**src/rtl/core/crtcvt_pkg.sv**
```systemverilog
`timescale 1ns / 1ps
// ----------------------------------------------------------------------------
// CRTC vertical timing package
// Shared request codes, register numbers and the structures passed between
// the register file, the vertical counters and the top level.
// ----------------------------------------------------------------------------
package crtcvt_pkg;

	typedef enum logic [1:0] {
		MODE_WRITE = 2'd0,
		MODE_READ  = 2'd1,
		MODE_TICK  = 2'd2,
		MODE_IDLE  = 2'd3
	} mode_t;

	typedef enum logic [1:0] {
		FE_NONE    = 2'd0,
		FE_ADJUST  = 2'd1,
		FE_PENDING = 2'd2
	} fe_state_t;

	localparam logic [4:0] REG_SYNC_WIDTH   = 5'd3;
	localparam logic [4:0] REG_VTOTAL       = 5'd4;
	localparam logic [4:0] REG_VADJUST      = 5'd5;
	localparam logic [4:0] REG_VDISPLAYED   = 5'd6;
	localparam logic [4:0] REG_VSYNC_POS    = 5'd7;
	localparam logic [4:0] REG_MODE_CTRL    = 5'd8;
	localparam logic [4:0] REG_MAX_SCAN     = 5'd9;
	localparam logic [4:0] REG_CURSOR_START = 5'd10;
	localparam logic [4:0] REG_CURSOR_END   = 5'd11;
	localparam logic [4:0] REG_START_HI     = 5'd12;
	localparam logic [4:0] REG_START_LO     = 5'd13;
	localparam logic [4:0] REG_CURSOR_HI    = 5'd14;
	localparam logic [4:0] REG_CURSOR_LO    = 5'd15;
	localparam logic [4:0] REG_LPEN_HI      = 5'd16;
	localparam logic [4:0] REG_LPEN_LO      = 5'd17;

	localparam logic [7:0] LPEN_HI_VALUE = 8'h3F;
	localparam logic [7:0] LPEN_LO_VALUE = 8'hFF;

	// cursor blink mode, register 10 bits 6:5
	localparam logic [1:0] CURSOR_STEADY = 2'b00;
	localparam logic [1:0] CURSOR_OFF    = 2'b01;
	localparam logic [1:0] CURSOR_FAST   = 2'b10;
	localparam logic [1:0] CURSOR_SLOW   = 2'b11;

	localparam logic [4:0] ROW_MASK_NORMAL    = 5'h1F;
	localparam logic [4:0] ROW_MASK_INTERLACE = 5'h1E;

	typedef struct packed {
		logic        valid;
		mode_t       mode;
		logic [4:0]  addr;
		logic [7:0]  data;
	} req_t;

	typedef struct packed {
		logic [3:0]  vsync_width;
		logic [6:0]  vtotal;
		logic [4:0]  vadjust;
		logic [6:0]  vdisp;
		logic [6:0]  vsync_pos;
		logic        interlace;
		logic [4:0]  max_scan;
		logic [6:0]  cursor_start;
		logic [4:0]  cursor_end;
		logic [13:0] start_addr;
	} vregs_t;

	typedef struct packed {
		logic        vsync;
		logic        vert_display;
		logic [4:0]  scan_row;
		logic [6:0]  char_row;
		logic [13:0] line_start;
		logic        cursor_on;
		logic        odd_field;
		logic        frame_start;
	} status_t;

endpackage

```
**src/rtl/core/crtc_vertical_timing_unit.sv**
```systemverilog
`timescale 1ns / 1ps
// ----------------------------------------------------------------------------
// CRTC vertical timing unit
// Vertical half of a 6845-style CRT controller: register writes, reads of
// registers 12 to 17 and line-end ticks, one result per request.
// ----------------------------------------------------------------------------
// Each request is held in the input register and its result is written to the
// output register once the output register can advance. A request can be
// accepted every cycle while the result side is not stalled; the next counter and
// register state is computed combinationally from the input register. A stalled
// result blocks the next request only while the input register is occupied.
module crtc_vertical_timing_unit (
	input  logic        clk,
	input  logic        arst_n,
	input  logic        in_valid,
	output logic        in_stall,
	input  logic [1:0]  mode,
	input  logic [4:0]  reg_addr,
	input  logic [7:0]  write_data,
	output logic        out_valid,
	input  logic        out_stall,
	output logic [7:0]  read_data,
	output logic        vsync,
	output logic        vert_display,
	output logic [4:0]  scan_row,
	output logic [6:0]  char_row,
	output logic [13:0] line_start_address,
	output logic        cursor_line_on,
	output logic        odd_field,
	output logic        frame_start
);
	import crtcvt_pkg::*;

	logic       valid_s1;
	mode_t      mode_s1;
	logic [4:0] addr_s1;
	logic [7:0] data_s1;
	logic       advance;
	logic       accept;
	logic       proc_s1;
	req_t       req;
	vregs_t     regs;
	logic [7:0] rd_data;
	status_t    status_d;
	logic       out_valid_q;
	logic [7:0] read_data_q;
	status_t    status_q;

	assign advance  = !out_valid_q || !out_stall;
	assign in_stall = valid_s1 && !advance;
	assign accept   = in_valid && !in_stall;
	assign proc_s1  = valid_s1 && advance;

	always_ff @(posedge clk or negedge arst_n) begin
		if (!arst_n) begin
			valid_s1 <= 1'b0;
		end else if (accept) begin
			valid_s1 <= 1'b1;
		end else if (advance) begin
			valid_s1 <= 1'b0;
		end
	end

	always_ff @(posedge clk) begin
		if (accept) begin
			mode_s1 <= mode_t'(mode);
			addr_s1 <= reg_addr;
			data_s1 <= write_data;
		end
	end

	always_comb begin
		req.valid = proc_s1;
		req.mode  = mode_s1;
		req.addr  = addr_s1;
		req.data  = data_s1;
	end

	crtcvt_regs u_regs (
		.clk     (clk),
		.arst_n  (arst_n),
		.req     (req),
		.regs    (regs),
		.rd_data (rd_data)
	);

	crtcvt_timing u_timing (
		.clk      (clk),
		.arst_n   (arst_n),
		.req      (req),
		.regs     (regs),
		.status_d (status_d)
	);

	always_ff @(posedge clk or negedge arst_n) begin
		if (!arst_n) begin
			out_valid_q <= 1'b0;
			read_data_q <= '0;
			status_q    <= '0;
		end else if (proc_s1) begin
			out_valid_q <= 1'b1;
			read_data_q <= rd_data;
			status_q    <= status_d;
		end else if (!out_stall) begin
			out_valid_q <= 1'b0;
		end
	end

	assign out_valid          = out_valid_q;
	assign read_data          = read_data_q;
	assign vsync              = status_q.vsync;
	assign vert_display       = status_q.vert_display;
	assign scan_row           = status_q.scan_row;
	assign char_row           = status_q.char_row;
	assign line_start_address = status_q.line_start;
	assign cursor_line_on     = status_q.cursor_on;
	assign odd_field          = status_q.odd_field;
	assign frame_start        = status_q.frame_start;

`ifndef NO_ASSERTIONS
	a_result_follows: assert property (@(posedge clk) disable iff (!arst_n)
		proc_s1 |=> out_valid_q)
		else $error("processed request produced no result");

	a_frame_start_row: assert property (@(posedge clk) disable iff (!arst_n)
		out_valid_q && status_q.frame_start |-> status_q.char_row == 7'd0 &&
			status_q.scan_row[4:1] == 4'd0)
		else $error("frame start without row reset");

	a_field_toggle: assert property (@(posedge clk) disable iff (!arst_n)
		proc_s1 |=> ((status_q.odd_field != $past(status_q.odd_field)) ==
			status_q.frame_start))
		else $error("field parity changed outside frame start");

	a_read_only_on_read: assert property (@(posedge clk) disable iff (!arst_n)
		proc_s1 && mode_s1 != MODE_READ |=> read_data_q == 8'd0)
		else $error("read data on non-read request");
`endif

endmodule

```
**src/rtl/core/crtcvt_regs.sv**
```systemverilog
`timescale 1ns / 1ps
// ----------------------------------------------------------------------------
// CRTC vertical register file
// Holds the vertical timing, cursor and start address registers, applies the
// per-register write masks and returns read data for registers 12 to 17.
// ----------------------------------------------------------------------------
module crtcvt_regs (
	input  logic                clk,
	input  logic                arst_n,
	input  crtcvt_pkg::req_t    req,
	output crtcvt_pkg::vregs_t  regs,
	output logic [7:0]          rd_data
);
	import crtcvt_pkg::*;

	logic [3:0] r3_hi_q;
	logic [6:0] r4_q;
	logic [4:0] r5_q;
	logic [6:0] r6_q;
	logic [6:0] r7_q;
	logic       interlace_q;
	logic [4:0] r9_q;
	logic [6:0] r10_q;
	logic [4:0] r11_q;
	logic [5:0] r12_q;
	logic [7:0] r13_q;
	logic [5:0] r14_q;
	logic [7:0] r15_q;

	always_ff @(posedge clk or negedge arst_n) begin
		if (!arst_n) begin
			r3_hi_q     <= '0;
			r4_q        <= '0;
			r5_q        <= '0;
			r6_q        <= '0;
			r7_q        <= '0;
			interlace_q <= 1'b0;
			r9_q        <= '0;
			r10_q       <= '0;
			r11_q       <= '0;
			r12_q       <= '0;
			r13_q       <= '0;
			r14_q       <= '0;
			r15_q       <= '0;
		end else if (req.valid && req.mode == MODE_WRITE) begin
			case (req.addr)
				REG_SYNC_WIDTH:   r3_hi_q     <= req.data[7:4];
				REG_VTOTAL:       r4_q        <= req.data[6:0];
				REG_VADJUST:      r5_q        <= req.data[4:0];
				REG_VDISPLAYED:   r6_q        <= req.data[6:0];
				REG_VSYNC_POS:    r7_q        <= req.data[6:0];
				REG_MODE_CTRL:    interlace_q <= &req.data[1:0];
				REG_MAX_SCAN:     r9_q        <= req.data[4:0];
				REG_CURSOR_START: r10_q       <= req.data[6:0];
				REG_CURSOR_END:   r11_q       <= req.data[4:0];
				REG_START_HI:     r12_q       <= req.data[5:0];
				REG_START_LO:     r13_q       <= req.data;
				REG_CURSOR_HI:    r14_q       <= req.data[5:0];
				REG_CURSOR_LO:    r15_q       <= req.data;
				default: begin
				end
			endcase
		end
	end

	always_comb begin
		regs.vsync_width  = r3_hi_q;
		regs.vtotal       = r4_q;
		regs.vadjust      = r5_q;
		regs.vdisp        = r6_q;
		regs.vsync_pos    = r7_q;
		regs.interlace    = interlace_q;
		regs.max_scan     = r9_q;
		regs.cursor_start = r10_q;
		regs.cursor_end   = r11_q;
		regs.start_addr   = {r12_q, r13_q};
	end

	always_comb begin
		rd_data = '0;
		if (req.mode == MODE_READ) begin
			case (req.addr)
				REG_START_HI:  rd_data = {2'b00, r12_q};
				REG_START_LO:  rd_data = r13_q;
				REG_CURSOR_HI: rd_data = {2'b00, r14_q};
				REG_CURSOR_LO: rd_data = r15_q;
				REG_LPEN_HI:   rd_data = LPEN_HI_VALUE;
				REG_LPEN_LO:   rd_data = LPEN_LO_VALUE;
				default:       rd_data = '0;
			endcase
		end
	end

endmodule

```
**src/rtl/core/crtcvt_timing.sv**
```systemverilog
`timescale 1ns / 1ps
// ----------------------------------------------------------------------------
// CRTC vertical counters
// Scan row, character row, adjust, field, start address, cursor line, flash
// and vsync state. Computes the state after one request.
// ----------------------------------------------------------------------------
module crtcvt_timing (
	input  logic                clk,
	input  logic                arst_n,
	input  crtcvt_pkg::req_t    req,
	input  crtcvt_pkg::vregs_t  regs,
	output crtcvt_pkg::status_t status_d
);
	import crtcvt_pkg::*;

	logic        vde_q,  vde_d;
	logic        vs_q,   vs_d;
	logic [3:0]  vc_q,   vc_d;
	logic [4:0]  sc_q,   sc_d;
	logic [6:0]  rc_q,   rc_d;
	logic        fp_q,   fp_d;
	logic [13:0] sa_q,   sa_d;
	logic [13:0] sal_q,  sal_d;
	logic [1:0]  cf_q,   cf_d;
	logic [4:0]  fc_q,   fc_d;
	fe_state_t   fes_q,  fes_d;
	logic [4:0]  al_q,   al_d;
	logic [4:0]  m;
	logic        new_frame;

	function automatic logic [4:0] row_base(input logic il, input logic par);
		return il ? {4'b0000, par} : 5'b00000;
	endfunction

	always_comb begin
		m         = regs.interlace ? ROW_MASK_INTERLACE : ROW_MASK_NORMAL;
		vde_d     = vde_q;
		vs_d      = vs_q;
		vc_d      = vc_q;
		sc_d      = sc_q;
		rc_d      = rc_q;
		fp_d      = fp_q;
		sa_d      = sa_q;
		sal_d     = sal_q;
		cf_d      = cf_q;
		fc_d      = fc_q;
		fes_d     = fes_q;
		al_d      = al_q;
		new_frame = 1'b0;

		if (req.valid && req.mode == MODE_WRITE) begin
			if (req.addr == REG_VDISPLAYED && req.data[6:0] == rc_q)
				vde_d = 1'b0;
			if (req.addr == REG_VSYNC_POS && req.data[6:0] == rc_q &&
			    regs.vsync_pos != rc_q) begin
				vs_d = 1'b1;
				vc_d = '0;
			end
		end

		if (req.valid && req.mode == MODE_TICK) begin
			sa_d = sal_q;
			if (((sc_q ^ regs.cursor_end) & m) == 5'd0)
				cf_d[0] = 1'b1;

			if (fes_q == FE_PENDING) begin
				fes_d = FE_ADJUST;
				sc_d  = row_base(regs.interlace, fp_q);
				rc_d  = rc_q + 7'd1;
				if ((al_q & m) != 5'd0)
					al_d = regs.vadjust;
				else
					new_frame = 1'b1;
			end else if (fes_q != FE_NONE) begin
				sc_d = sc_q - m;
				if (((sc_d ^ al_q) & m) != 5'd0)
					al_d = regs.vadjust;
				else
					new_frame = 1'b1;
			end else if (((sc_q ^ regs.max_scan) & m) == 5'd0) begin
				sc_d = row_base(regs.interlace, fp_q);
				rc_d = rc_q + 7'd1;
				if (rc_d == 7'd0) begin
					sa_d  = regs.start_addr;
					sal_d = regs.start_addr;
				end
			end else begin
				sc_d = sc_q - m;
				if (rc_q == regs.vtotal && ((sc_d ^ regs.max_scan) & m) == 5'd0) begin
					fes_d = FE_PENDING;
					al_d  = regs.vadjust;
				end
			end

			if (new_frame) begin
				fes_d = FE_NONE;
				vde_d = 1'b1;
				vs_d  = 1'b0;
				vc_d  = '0;
				fp_d  = ~fp_q;
				sc_d  = row_base(regs.interlace, ~fp_q);
				rc_d  = '0;
				if (regs.vtotal == 7'd0 && (regs.max_scan & m) == 5'd0) begin
					fes_d = FE_PENDING;
					al_d  = regs.vadjust;
				end
				sa_d  = regs.start_addr;
				sal_d = regs.start_addr;
				fc_d  = fc_q + 5'd1;
				unique case (regs.cursor_start[6:5])
					CURSOR_STEADY: cf_d = 2'b01;
					CURSOR_OFF:    cf_d = 2'b11;
					CURSOR_FAST:   cf_d = {fc_d[3], 1'b1};
					CURSOR_SLOW:   cf_d = {fc_d[4], 1'b1};
				endcase
			end

			if (((sc_d ^ regs.cursor_start[4:0]) & m) == 5'd0)
				cf_d[0] = 1'b0;

			if (vs_d) begin
				vc_d = vc_d + 4'd1;
				if (vc_d == regs.vsync_width)
					vs_d = 1'b0;
			end
			if (rc_d == regs.vdisp)
				vde_d = 1'b0;
			if (rc_d == regs.vsync_pos && (sc_d & m) == 5'd0) begin
				vs_d = 1'b1;
				vc_d = '0;
			end
		end
	end

	always_ff @(posedge clk or negedge arst_n) begin
		if (!arst_n) begin
			vde_q <= 1'b0;
			vs_q  <= 1'b0;
			vc_q  <= '0;
			sc_q  <= '0;
			rc_q  <= '0;
			fp_q  <= 1'b0;
			sa_q  <= '0;
			sal_q <= '0;
			cf_q  <= 2'b11;
			fc_q  <= '0;
			fes_q <= FE_NONE;
			al_q  <= '0;
		end else begin
			vde_q <= vde_d;
			vs_q  <= vs_d;
			vc_q  <= vc_d;
			sc_q  <= sc_d;
			rc_q  <= rc_d;
			fp_q  <= fp_d;
			sa_q  <= sa_d;
			sal_q <= sal_d;
			cf_q  <= cf_d;
			fc_q  <= fc_d;
			fes_q <= fes_d;
			al_q  <= al_d;
		end
	end

	always_comb begin
		status_d.vsync        = vs_d;
		status_d.vert_display = vde_d;
		status_d.scan_row     = sc_d;
		status_d.char_row     = rc_d;
		status_d.line_start   = sa_d;
		status_d.cursor_on    = (cf_d == 2'b00);
		status_d.odd_field    = fp_d;
		status_d.frame_start  = new_frame;
	end

endmodule

```
**config.mk**
```make
export PLATFORM = sky130hd
export DESIGN_NAME = crtc_vertical_timing_unit
export DESIGN_NICKNAME = d
export VERILOG_FILES = /design/src/rtl/core/crtcvt_pkg.sv /design/src/rtl/core/crtc_vertical_timing_unit.sv /design/src/rtl/core/crtcvt_regs.sv /design/src/rtl/core/crtcvt_timing.sv
export SDC_FILE = /design/constraint.sdc
export NUM_CORES = 1
export LEC_CHECK = 0
export BUFFER_PORTS_ARGS = -buffer_cell sky130_fd_sc_hd__buf_2
export CORE_UTILIZATION = 55
export DETAILED_ROUTE_END_ITERATION = 12
export PLACE_DENSITY = 0.76
export SYNTH_ARGS = -nofsm -noshare
export SYNTH_HDL_FRONTEND = slang
export SYNTH_SLANG_ARGS = --single-unit
```
**constraint.sdc**
```tcl
create_clock -name clk -period 3.4 [get_ports clk]
set_input_delay 0.51 -clock clk [delete_from_list [all_inputs] [get_ports clk]]
set_output_delay 0.51 -clock clk [all_outputs]
set_load 0.005 [all_outputs]
```
-- Yosys cells after proc, flatten, opt, wreduce, memory -nomap -nowiden
Cells that the tools add are included.
- RAM bits: 0
- logic and storage cells: 209
- bits in read-only memories: 0
- memories: 0
- bits in latches: 0
- bits of input ports: 19
- register bits: 193
- divide/modulo/power cells: 0
- reductions and logical operators: 48
- $lt $le $gt $ge: 0
- bitwise operators: 14
- add/subtract/negate cells: 4
- multipliers: 0
- equal/unequal tests: 30
- muxes and demuxes: 74
- shift-type cells: 0
- operator list (operator ; count):
    2-to-1 mux 14 bit ; 6
    2-to-1 mux 5 bit ; 14
    case mux 8 bit (6 select lines) ; 1
    2-to-1 mux 7 bit ; 6
    AND 5 bit ; 8
    equality test 5 x 4 -> 1 bit, second input constant ; 8
    zero test 5 bit ; 6
    2-to-1 mux 1 bit ; 30
    AND reduction 2 bit ; 15
    equality test 7 bit ; 4
    2-to-1 mux 4 bit ; 7
    XOR 5 bit ; 5
    equality test 5 x 3 -> 1 bit, second input constant ; 4
    2-to-1 mux 2 bit ; 8
    zero test 7 bit ; 2
    logical AND 1 bit ; 11
    equality test 5 bit, second input constant ; 2
    nonzero test 5 bit ; 2
    equality test 2 bit, second input constant ; 4
    2-to-1 mux 8 bit ; 1
    case mux 2 bit (4 select lines) ; 1
    adder 7 x 1 -> 7 bit, second input constant ; 1
    inequality test 7 bit ; 1
    zero test 2 bit ; 3
    14 further kinds ; 20

-- Depth between registers and ports, before layout
Gate-level depths: netlist of the first run.
- word-level depth: 17
- mapped depth: 20
- mapped depth without buffers: 17

-- Hierarchy
From an unflattened synthesis of the first run, not the netlist that was laid out.
- cells, all modules: 810
- area total of the unflattened synthesis: 9789.4 sq um
- by module, submodules not included (module ; sequential area each (sq um) ; cells each ; instances ; area an instance (sq um)):
    crtcvt_timing ; 1529.0 ; 484 ; 1 ; 4438.0
    crtcvt_regs ; 1901.8 ; 221 ; 1 ; 3343.2
    crtc_vertical_timing_unit ; 1476.4 ; 105 ; 1 ; 2008.2

-- Worst setup path before layout of the first run
No wires, ideal clock.
- path kind: reg2reg
- start point: reg u_regs.interlace_q
- end point: reg status_q (netlist bit vsync)
- slack: -0.274 ns
- path buffers: 2
- arrival time: 3.546 ns
- cell stages (with the launch flop): 18
- clock period less this slack: 3.674 ns
- cell sequence: dfrtp_1 -> clkbuf_1 -> inv_1 -> ha_1 -> inv_1 -> ha_1 -> xor2_2 -> o221a_2 -> o211ai_2 -> and2_1 -> buf_2 -> and3_1 -> ha_1 -> xor2_1 -> a211o_1 -> o21ai_1 -> o31ai_4 -> mux2_1
- RTL lines (element ; RTL line ; source):
    from (decl) ; crtcvt_regs.sv:21 ; logic interlace_q;
    from (signal assigned) ; crtcvt_regs.sv:52 ; REG_MODE_CTRL: interlace_q <= &req.data[1:0];
    to (signal assigned) ; crtc_vertical_timing_unit.sv:103 ; status_q <= status_d;
    to (decl) ; crtc_vertical_timing_unit.sv:47 ; status_t status_q;

==> impl_metrics.env, run 1 <==
export IMPL_drv_cap=0
export IMPL_synth_seq_area_share_pct=51.1
export IMPL_gr_usage_met3_pct=4.65
export IMPL_crit_path_start_kind="register"
export IMPL_final_period_utilization_pct=95.6
export IMPL_period_needed_ps=3250
export IMPL_grt_busiest_layer="met2"
export IMPL_groute_layer_met2_usage_pct=40.7
export IMPL_number_of_global_route_vias_before_repair=6672
export IMPL_worst_pin_slew_ps=856
export IMPL_cts_hold_buffers_added=0
export IMPL_grt_pass1_wl_um=36400
export IMPL_grt_util_all_layers_pct=26.5
export IMPL_simple_gate_area_share_of_the_yosys_netlist_pct=11.7
export IMPL_synthMuxAreaShare_pct=17.2
export IMPL_logic_gate_share_of_total_power_pct=19.2
export IMPL_critPathRequiredTime_ps=3720
export IMPL_pin_count=60
export IMPL_run_status="completed"
export IMPL_place_ws_ps=57.5
export IMPL_synth_adder_area_share_pct=0.652
export IMPL_grt_met1_usage_pct=39.1
export IMPL_grt_start_max_net_pins=79
export IMPL_power_net_switching_mw=1.77
export IMPL_worst_endpoint_arrival_ps=3570
export IMPL_route_vias_total=6901
export IMPL_final_nets=935
export IMPL_final_antenna_net_count=0
export IMPL_synth_cell_type_count=82
export IMPL_detailedPlacementHpwl_um=16000
export IMPL_power_report_internal_total_mw=4.02
export IMPL_synth_warning_count=0
export IMPL_clk_path_buf_depth=2
export IMPL_synth_xor_area_share_pct=6.31
export IMPL_combinational_family_with_the_most_area_after_synthesis="multiplexers"
export IMPL_floorplan_die_width_um=134
export IMPL_crit_path_end="vsync"
export IMPL_average_cell_area_after_synthesis_um2=11.6
export IMPL_p_seq_share_pct=46.2
export IMPL_tritoncts="done"
export IMPL_syn_inst=828
export IMPL_final_hold_viol_count=0
export IMPL_multi_input_comb_area_mm2=0.00449
export IMPL_core_rowCount=47
export IMPL_die_y_um=134
export IMPL_drt_via_density=6.03
export IMPL_reg2reg_slack_ps=150
export IMPL_worst_setup_hold_path_clk_slew_ps=80
export IMPL_timing_final_setup_violations=0
export IMPL_cts_sinks=193
export IMPL_swShare_pct=30.6
export IMPL_worst_r2r_cell_count=17
export IMPL_synth_compound_area_share_pct=10.3
export IMPL_areaGrowthSynthToFinish_pct=14.9
export IMPL_setup_tns_final_ps=0
export IMPL_final_routed_drc_violation_total=0
export IMPL_final_critical_path_setup_slack_ps=148
export IMPL_globalRouteOverflowTotal=0
export IMPL_postSynthNetCount=852
export IMPL_timing_final_max_slew_violations=0
export IMPL_edff_count_synth=15
export IMPL_worst_ir_drop_vdd_v=0.000376
export IMPL_fin_worst_skew_ps=10.0
export IMPL_post_route_cells_drive_above_1_share_pct=32.6
export IMPL_route_final_wire_length_um=22600
export IMPL_ys_seq_elements=193
export IMPL_slew_headroom_pct=42.4
export IMPL_place_port_buffers=59
export IMPL_cts_htree_levels=4
export IMPL_power_share_clock_pct=34.6
export IMPL_timing_critical_path_from="u_timing.sc_q[0]"
export IMPL_worst_hold_path_type="in2async"
export IMPL_drt_initial_drc_count=691
export IMPL_regToRegStartpoint="u_timing.sc_q[0]"
export IMPL_power_density_mw_per_mm2=525
export IMPL_die_area_mm2=0.0180
export IMPL_ys_dominant_reg_cell="dfrtp_1"
export IMPL_seq_area_mm2=0.00491
export IMPL_maxClockFrequency_mhz=308
export IMPL_crit_fanout=6
export IMPL_antenna_diode_count=0
export IMPL_number_of_buffers_added_by_the_clock_tree_synthesis_step=17
export IMPL_routed_wire_length_per_instance_um=19.8
export IMPL_design_core_area_mm2=0.0168
export IMPL_start_util_pct=57.1
export IMPL_critical_path_reg2reg_endpoint="vsync"
export IMPL_place_gp_congestion=0.925
export IMPL_p_leak_nw=5.26
export IMPL_post_synth_instance_area_mm2=0.00960
export IMPL_num_fill_cells=1299
export IMPL_path_class="reg2reg"
export IMPL_initial_drt_pass_iterations=5
export IMPL_async_sr_flop_fraction_pct=92.2
export IMPL_grt_antenna_before_repair=0
export IMPL_worstSkewPairLatency_ps=440
export IMPL_critical_path_endpoint_type="register"
export IMPL_clock_root_buffer="clkbuf_16"
-- worst max-delay path, stage by stage (launching register included) --
cell and delay [ps]:
dfrtp_1 420, inv_2 80, ha_2 160, inv_1 60, ha_4 180, and3b_1 180, o221a_4 270, o211ai_4 200
and2_4 190, and3_1 160, ha_2 210, xor2_2 180, nand3_1 100, o21ai_1 90, a32oi_1 80, o21ai_2 200
o31ai_4 90, mux2_1 280
-- cells in the final DEF, fill, tap and decap left out, types with 4 or more instances in the layout --
| master | n |
|---|---|
| xnor2_2 | 4 |
| nor4_1 | 8 |
| o211ai_1 | 6 |
| mux2_2 | 117 |
| o31ai_1 | 8 |
| nor3_1 | 13 |
| a21o_1 | 5 |
| nand3_1 | 21 |
| buf_4 | 50 |
| nand2b_1 | 10 |
| edfxtp_1 | 15 |
| nor2b_1 | 5 |
| and2_1 | 4 |
| inv_1 | 7 |
| inv_6 | 4 |
| mux2i_1 | 19 |
| xor2_1 | 28 |
| mux4_2 | 6 |
| nand2_1 | 84 |
| a21oi_1 | 24 |
| nand4_1 | 9 |
| clkbuf_16 | 17 |
| buf_2 | 58 |
| a22o_1 | 4 |
| dfrtp_1 | 176 |
| o21ai_0 | 38 |
| a211oi_1 | 4 |
| nor2_1 | 32 |
| nand3b_1 | 5 |
| xnor2_1 | 29 |
| or3_1 | 6 |
| o21ai_1 | 15 |
-- state kept, by name, summed over array words and instances (netlist names), 6 cells and up --
register / cells
data_s1: 8
char_row: 7
u_regs.r4_q: 7
u_regs.r13_q: 8
u_timing.rc_q: 7
u_regs.r12_q: 6
u_regs.r15_q: 8
u_timing.sal_q: 14
read_data: 8
u_timing.sa_q: 14
line_start_address: 14
u_regs.r14_q: 6
u_regs.r6_q: 7
u_regs.r10_q: 7
u_regs.r7_q: 7
-- area by class of cell --
cell class / instances / area share (%)
Clock buffer: 18 / 3.98
Timing Repair Buffer: 111 / 6.50
Multi-Input combinational cell: 579 / 40.8
Sequential cell: 193 / 44.5
Tap cell: 220 / 2.50
Clock inverter: 14 / 1.44
Inverter: 9 / 0.329
-- cell usage after synthesis, drive strengths merged, types with 5 or more instances --
| master | number | area [µm²] |
|---|---|---|
| or3 | 7 | 48.8 |
| mux2i | 19 | 190 |
| o31ai | 10 | 93.8 |
| nor2b | 5 | 31.3 |
| xor2 | 30 | 270 |
| nor3 | 14 | 70.1 |
| nand3b | 6 | 48.8 |
| mux4 | 6 | 135 |
| o21ai | 55 | 279 |
| mux2 | 118 | 1330 |
| nand2b | 10 | 62.6 |
| ha | 5 | 62.6 |
| a21o | 5 | 37.5 |
| edfxtp | 15 | 450 |
| buf | 21 | 134 |
| xnor2 | 33 | 312 |
| nor2 | 32 | 120 |
| and2 | 5 | 31.3 |
| o211ai | 7 | 57.6 |
| nand3 | 21 | 105 |
| a21oi | 28 | 170 |
| nand4 | 10 | 68.8 |
| dfrtp | 176 | 4400 |
| nand2 | 84 | 315 |
| clkbuf | 26 | 97.6 |
| inv | 9 | 33.8 |
| nor4 | 9 | 62.6 |
-- kinds of logic after synthesis --
kind of cell	Yosys count
AO/OA/AOI/OAI	145
XOR/XNOR	64
adder cells (fa/ha/maj)	5
buffers and inverters	56
flip-flops	193
multiplexers	143
AND/OR/NAND/NOR	222
-- stage by stage --
| step | area (µm²) | hold WS (ps) | total power [mW] | util, % | cells |
|---|---|---|---|---|---|
| final | 11000 | 114 | 5.79 | 65.6 | 1144 |
| after global routing | 11000 | 167 | 6.04 | 65.6 | 1144 |
| after CTS | 10900 | 135 | 5.75 | 65.0 | 1137 |
| after detailed placement | 10300 | 462 | 3.75 | 61.5 | 1105 |
| after global placement | 10300 | 459 | 3.72 | 61.5 | 1105 |
| after floorplan | 9650 | 214 | 3.41 | - | 828 |
-- timing repair --
item	4_1_cts	5_1_grt
endpoints found under the setup margin	0	4
gates resized for setup	0	8
setup buffers	0	7
-- power groups by stage --
stage | sequential [mW] | clock (mW) | combinational [mW]
2_1_floorplan | 2.63 | 0 | 0.782
3_3_place_gp | 2.70 | 0 | 1.02
3_5_place_dp | 2.71 | 0 | 1.05
4_1_cts | 2.66 | 2.03 | 1.05
5_1_grt | 2.69 | 2.12 | 1.22
6_report | 2.67 | 2.00 | 1.11
-- metal layers --
metal | wire, µm | vias to the layer above
li1 | - | 3155
met5 | 0 | -
met2 | 10600 | 260
met1 | 10400 | 3463
met4 | 238 | 0
met3 | 1380 | 23
-- worst min-delay path by stage --
| stage | from | end | cells after the start |
|---|---|---|---|
| 3_5_place_dp | frame_start | frame_start | 2 |
| 5_1_grt | arst_n | char_row[2] | 1 |
| 3_3_place_gp | frame_start | frame_start | 2 |
| 2_1_floorplan | arst_n | char_row[0] | 0 |
| 6_report | arst_n | line_start_address[6] | 1 |
| 4_1_cts | arst_n | line_start_address[6] | 1 |
(Power assumes the default switching activity.)
==> inputs of run 2 (changes only) <==
CORE_UTILIZATION = 45   (was 55)
PLACE_DENSITY = default   (was 0.76)
==> impl_metrics.env, run 2 (synthesis results as in run 1) <==
export IMPL_run_status="completed"
export IMPL_worstSkewPairLatency_ps=450
export IMPL_crit_fanout=6
export IMPL_path_class="reg2reg"
export IMPL_grt_pass1_wl_um=37300
export IMPL_tritoncts="done"
export IMPL_reg2reg_slack_ps=120
export IMPL_final_antenna_net_count=0
export IMPL_place_ws_ps=113
export IMPL_layout_common_cells="dfrtp_1 (176), mux2_2 (117), nand2_1 (84), buf_2 (58), buf_4 (46)"
export IMPL_core_rowCount=53
export IMPL_crit_path_start_kind="register"
export IMPL_final_period_utilization_pct=96.4
export IMPL_route_final_wire_length_um=23400
export IMPL_period_needed_ps=3280
export IMPL_drt_via_density=5.62
export IMPL_swShare_pct=29.4
export IMPL_grt_util_all_layers_pct=22.6
export IMPL_worst_ir_drop_vdd_v=0.000369
export IMPL_worst_pin_slew_ps=794
export IMPL_pin_count=60
export IMPL_layoutNonFillerInstCount=1196
export IMPL_final_routed_drc_violation_total=0
export IMPL_die_y_um=148
export IMPL_final_design_area_no_fill_mm2=0.0111
export IMPL_maxClockFrequency_mhz=305
export IMPL_p_leak_nw=5.27
export IMPL_slew_headroom_pct=47.1
export IMPL_floorplan_die_width_um=148
export IMPL_areaGrowthSynthToFinish_pct=15.8
export IMPL_detailedPlacementHpwl_um=16600
export IMPL_power_net_switching_mw=1.73
export IMPL_start_util_pct=45.8
export IMPL_design_core_area_mm2=0.0210
export IMPL_worst_setup_hold_path_clk_slew_ps=70
export IMPL_final_critical_path_setup_slack_ps=121
export IMPL_place_port_buffers=59
export IMPL_initial_drt_pass_iterations=4
export IMPL_post_route_cells_drive_above_1_share_pct=32.1
export IMPL_power_density_mw_per_mm2=529
export IMPL_cts_htree_levels=4
export IMPL_number_of_global_route_vias_before_repair=6634
export IMPL_grt_start_max_net_pins=74
export IMPL_number_of_buffers_added_by_the_clock_tree_synthesis_step=17
export IMPL_fin_worst_skew_ps=14.4
export IMPL_cts_sinks=193
export IMPL_final_hold_viol_count=0
export IMPL_p_seq_share_pct=45.3
export IMPL_detailed_place_area_mm2=0.0104
export IMPL_post_place_cells=1164
export IMPL_drv_cap=0
export IMPL_globalRouteOverflowTotal=0
export IMPL_route_vias_total=6718
export IMPL_worst_endpoint_arrival_ps=3610
export IMPL_grt_antenna_before_repair=0
export IMPL_clock_root_buffer="clkbuf_16"
export IMPL_clk_path_buf_depth=2
export IMPL_postCtsSetupBuffers=0
export IMPL_critPathRequiredTime_ps=3730
export IMPL_utilization_pct=53.1
export IMPL_logic_gate_share_of_total_power_pct=17.9
export IMPL_power_report_internal_total_mw=4.16
export IMPL_layout_cells_most_common="dfrtp_1"
export IMPL_worst_hold_path_type="in2async"
export IMPL_worst_hold_slack_ps=57.7
export IMPL_place_gp_congestion=0.891
export IMPL_die_area_mm2=0.0219
export IMPL_critical_path_endpoint_type="register"
export IMPL_routed_wire_length_per_instance_um=19.6
export IMPL_timing_final_setup_violations=0
export IMPL_power_share_clock_pct=36.8
export IMPL_drt_initial_drc_count=447
export IMPL_final_nets=932
export IMPL_antenna_diode_count=0
export IMPL_timing_final_max_slew_violations=0
==> run 2: changes by cell type in the layout (fill, tap and decap cells not counted), sizes merged <==
cell,before,now
buf,111,108
clkinvlp,1,0
bufinv,0,1
clkbuf,18,20
inv,17,15
==> run 2: power by group through the flow <==
stage	combinational, mW	sequential, mW	clock (mW)
3_3_place_gp	1.04	2.71	0
5_1_grt	1.16	2.69	2.29
6_report	1.06	2.67	2.16
4_1_cts	1.06	2.67	2.21
3_5_place_dp	1.05	2.71	0
2_1_floorplan	0.782	2.63	0
==> run 2: per-layer routing <==
| metal | vias up | track usage (%) | wire length (µm) |
|---|---|---|---|
| met4 | 0 | 7.42 | 444 |
| li1 | 3146 | - | - |
| met2 | 140 | 35.9 | 11100 |
| met3 | 31 | 3.90 | 843 |
| met1 | 3401 | 31.4 | 11000 |
| met5 | - | 0 | 0 |
==> run 2: what timing repair did <==
item,CTS,global route
hold buffers,0,0
setup endpoints to repair,0,4
resized for setup,0,4
==> run 2: worst paths after layout <==
kind	from	endpoint	cells after the start
setup / recovery	u_timing.sc_q[0]	vsync	15
max in group asynchronous	arst_n	u_regs.r12_q[4]	2
hold / removal	arst_n	scan_row[1]	1
setup reg to reg	u_timing.sc_q[0]	vsync	15
hold reg to reg	cursor_line_on	cursor_line_on	2
min in group clk	write_data[1]	data_s1[1]	1
==> run 2: per-stage QoR <==
stage               setup TNS [ps]  power [mW]
finish                           0        5.88
global route                 -24.4        6.14
floorplan                        0        3.41
CTS                              0        5.93
global placement                 0        3.74
detailed placement               0        3.76
==> run 2: critical path, cell delays in order, from the launching register on <==
cell and delay, ps:
dfrtp_1 420, inv_1 90, ha_1 160, inv_1 50, ha_2 210, and3b_1 190
o221a_2 310, o211ai_4 180, and2_4 190, and3_1 160, ha_2 280, xor2_1 160
a211o_1 240, o21ai_2 170, o31ai_4 90, mux2_1 280
==> run 2: layout make-up <==
| type | instances | area (µm²) |
|---|---|---|
| clock buffer | 20 | 500 |
| multi-input combinational | 579 | 4470 |
| clock inverter | 12 | 155 |
| fill | 1862 | 9830 |
| inverter | 9 | 36.3 |
| timing repair buffer | 108 | 707 |
| sequential | 193 | 4910 |
| tap | 275 | 344 |
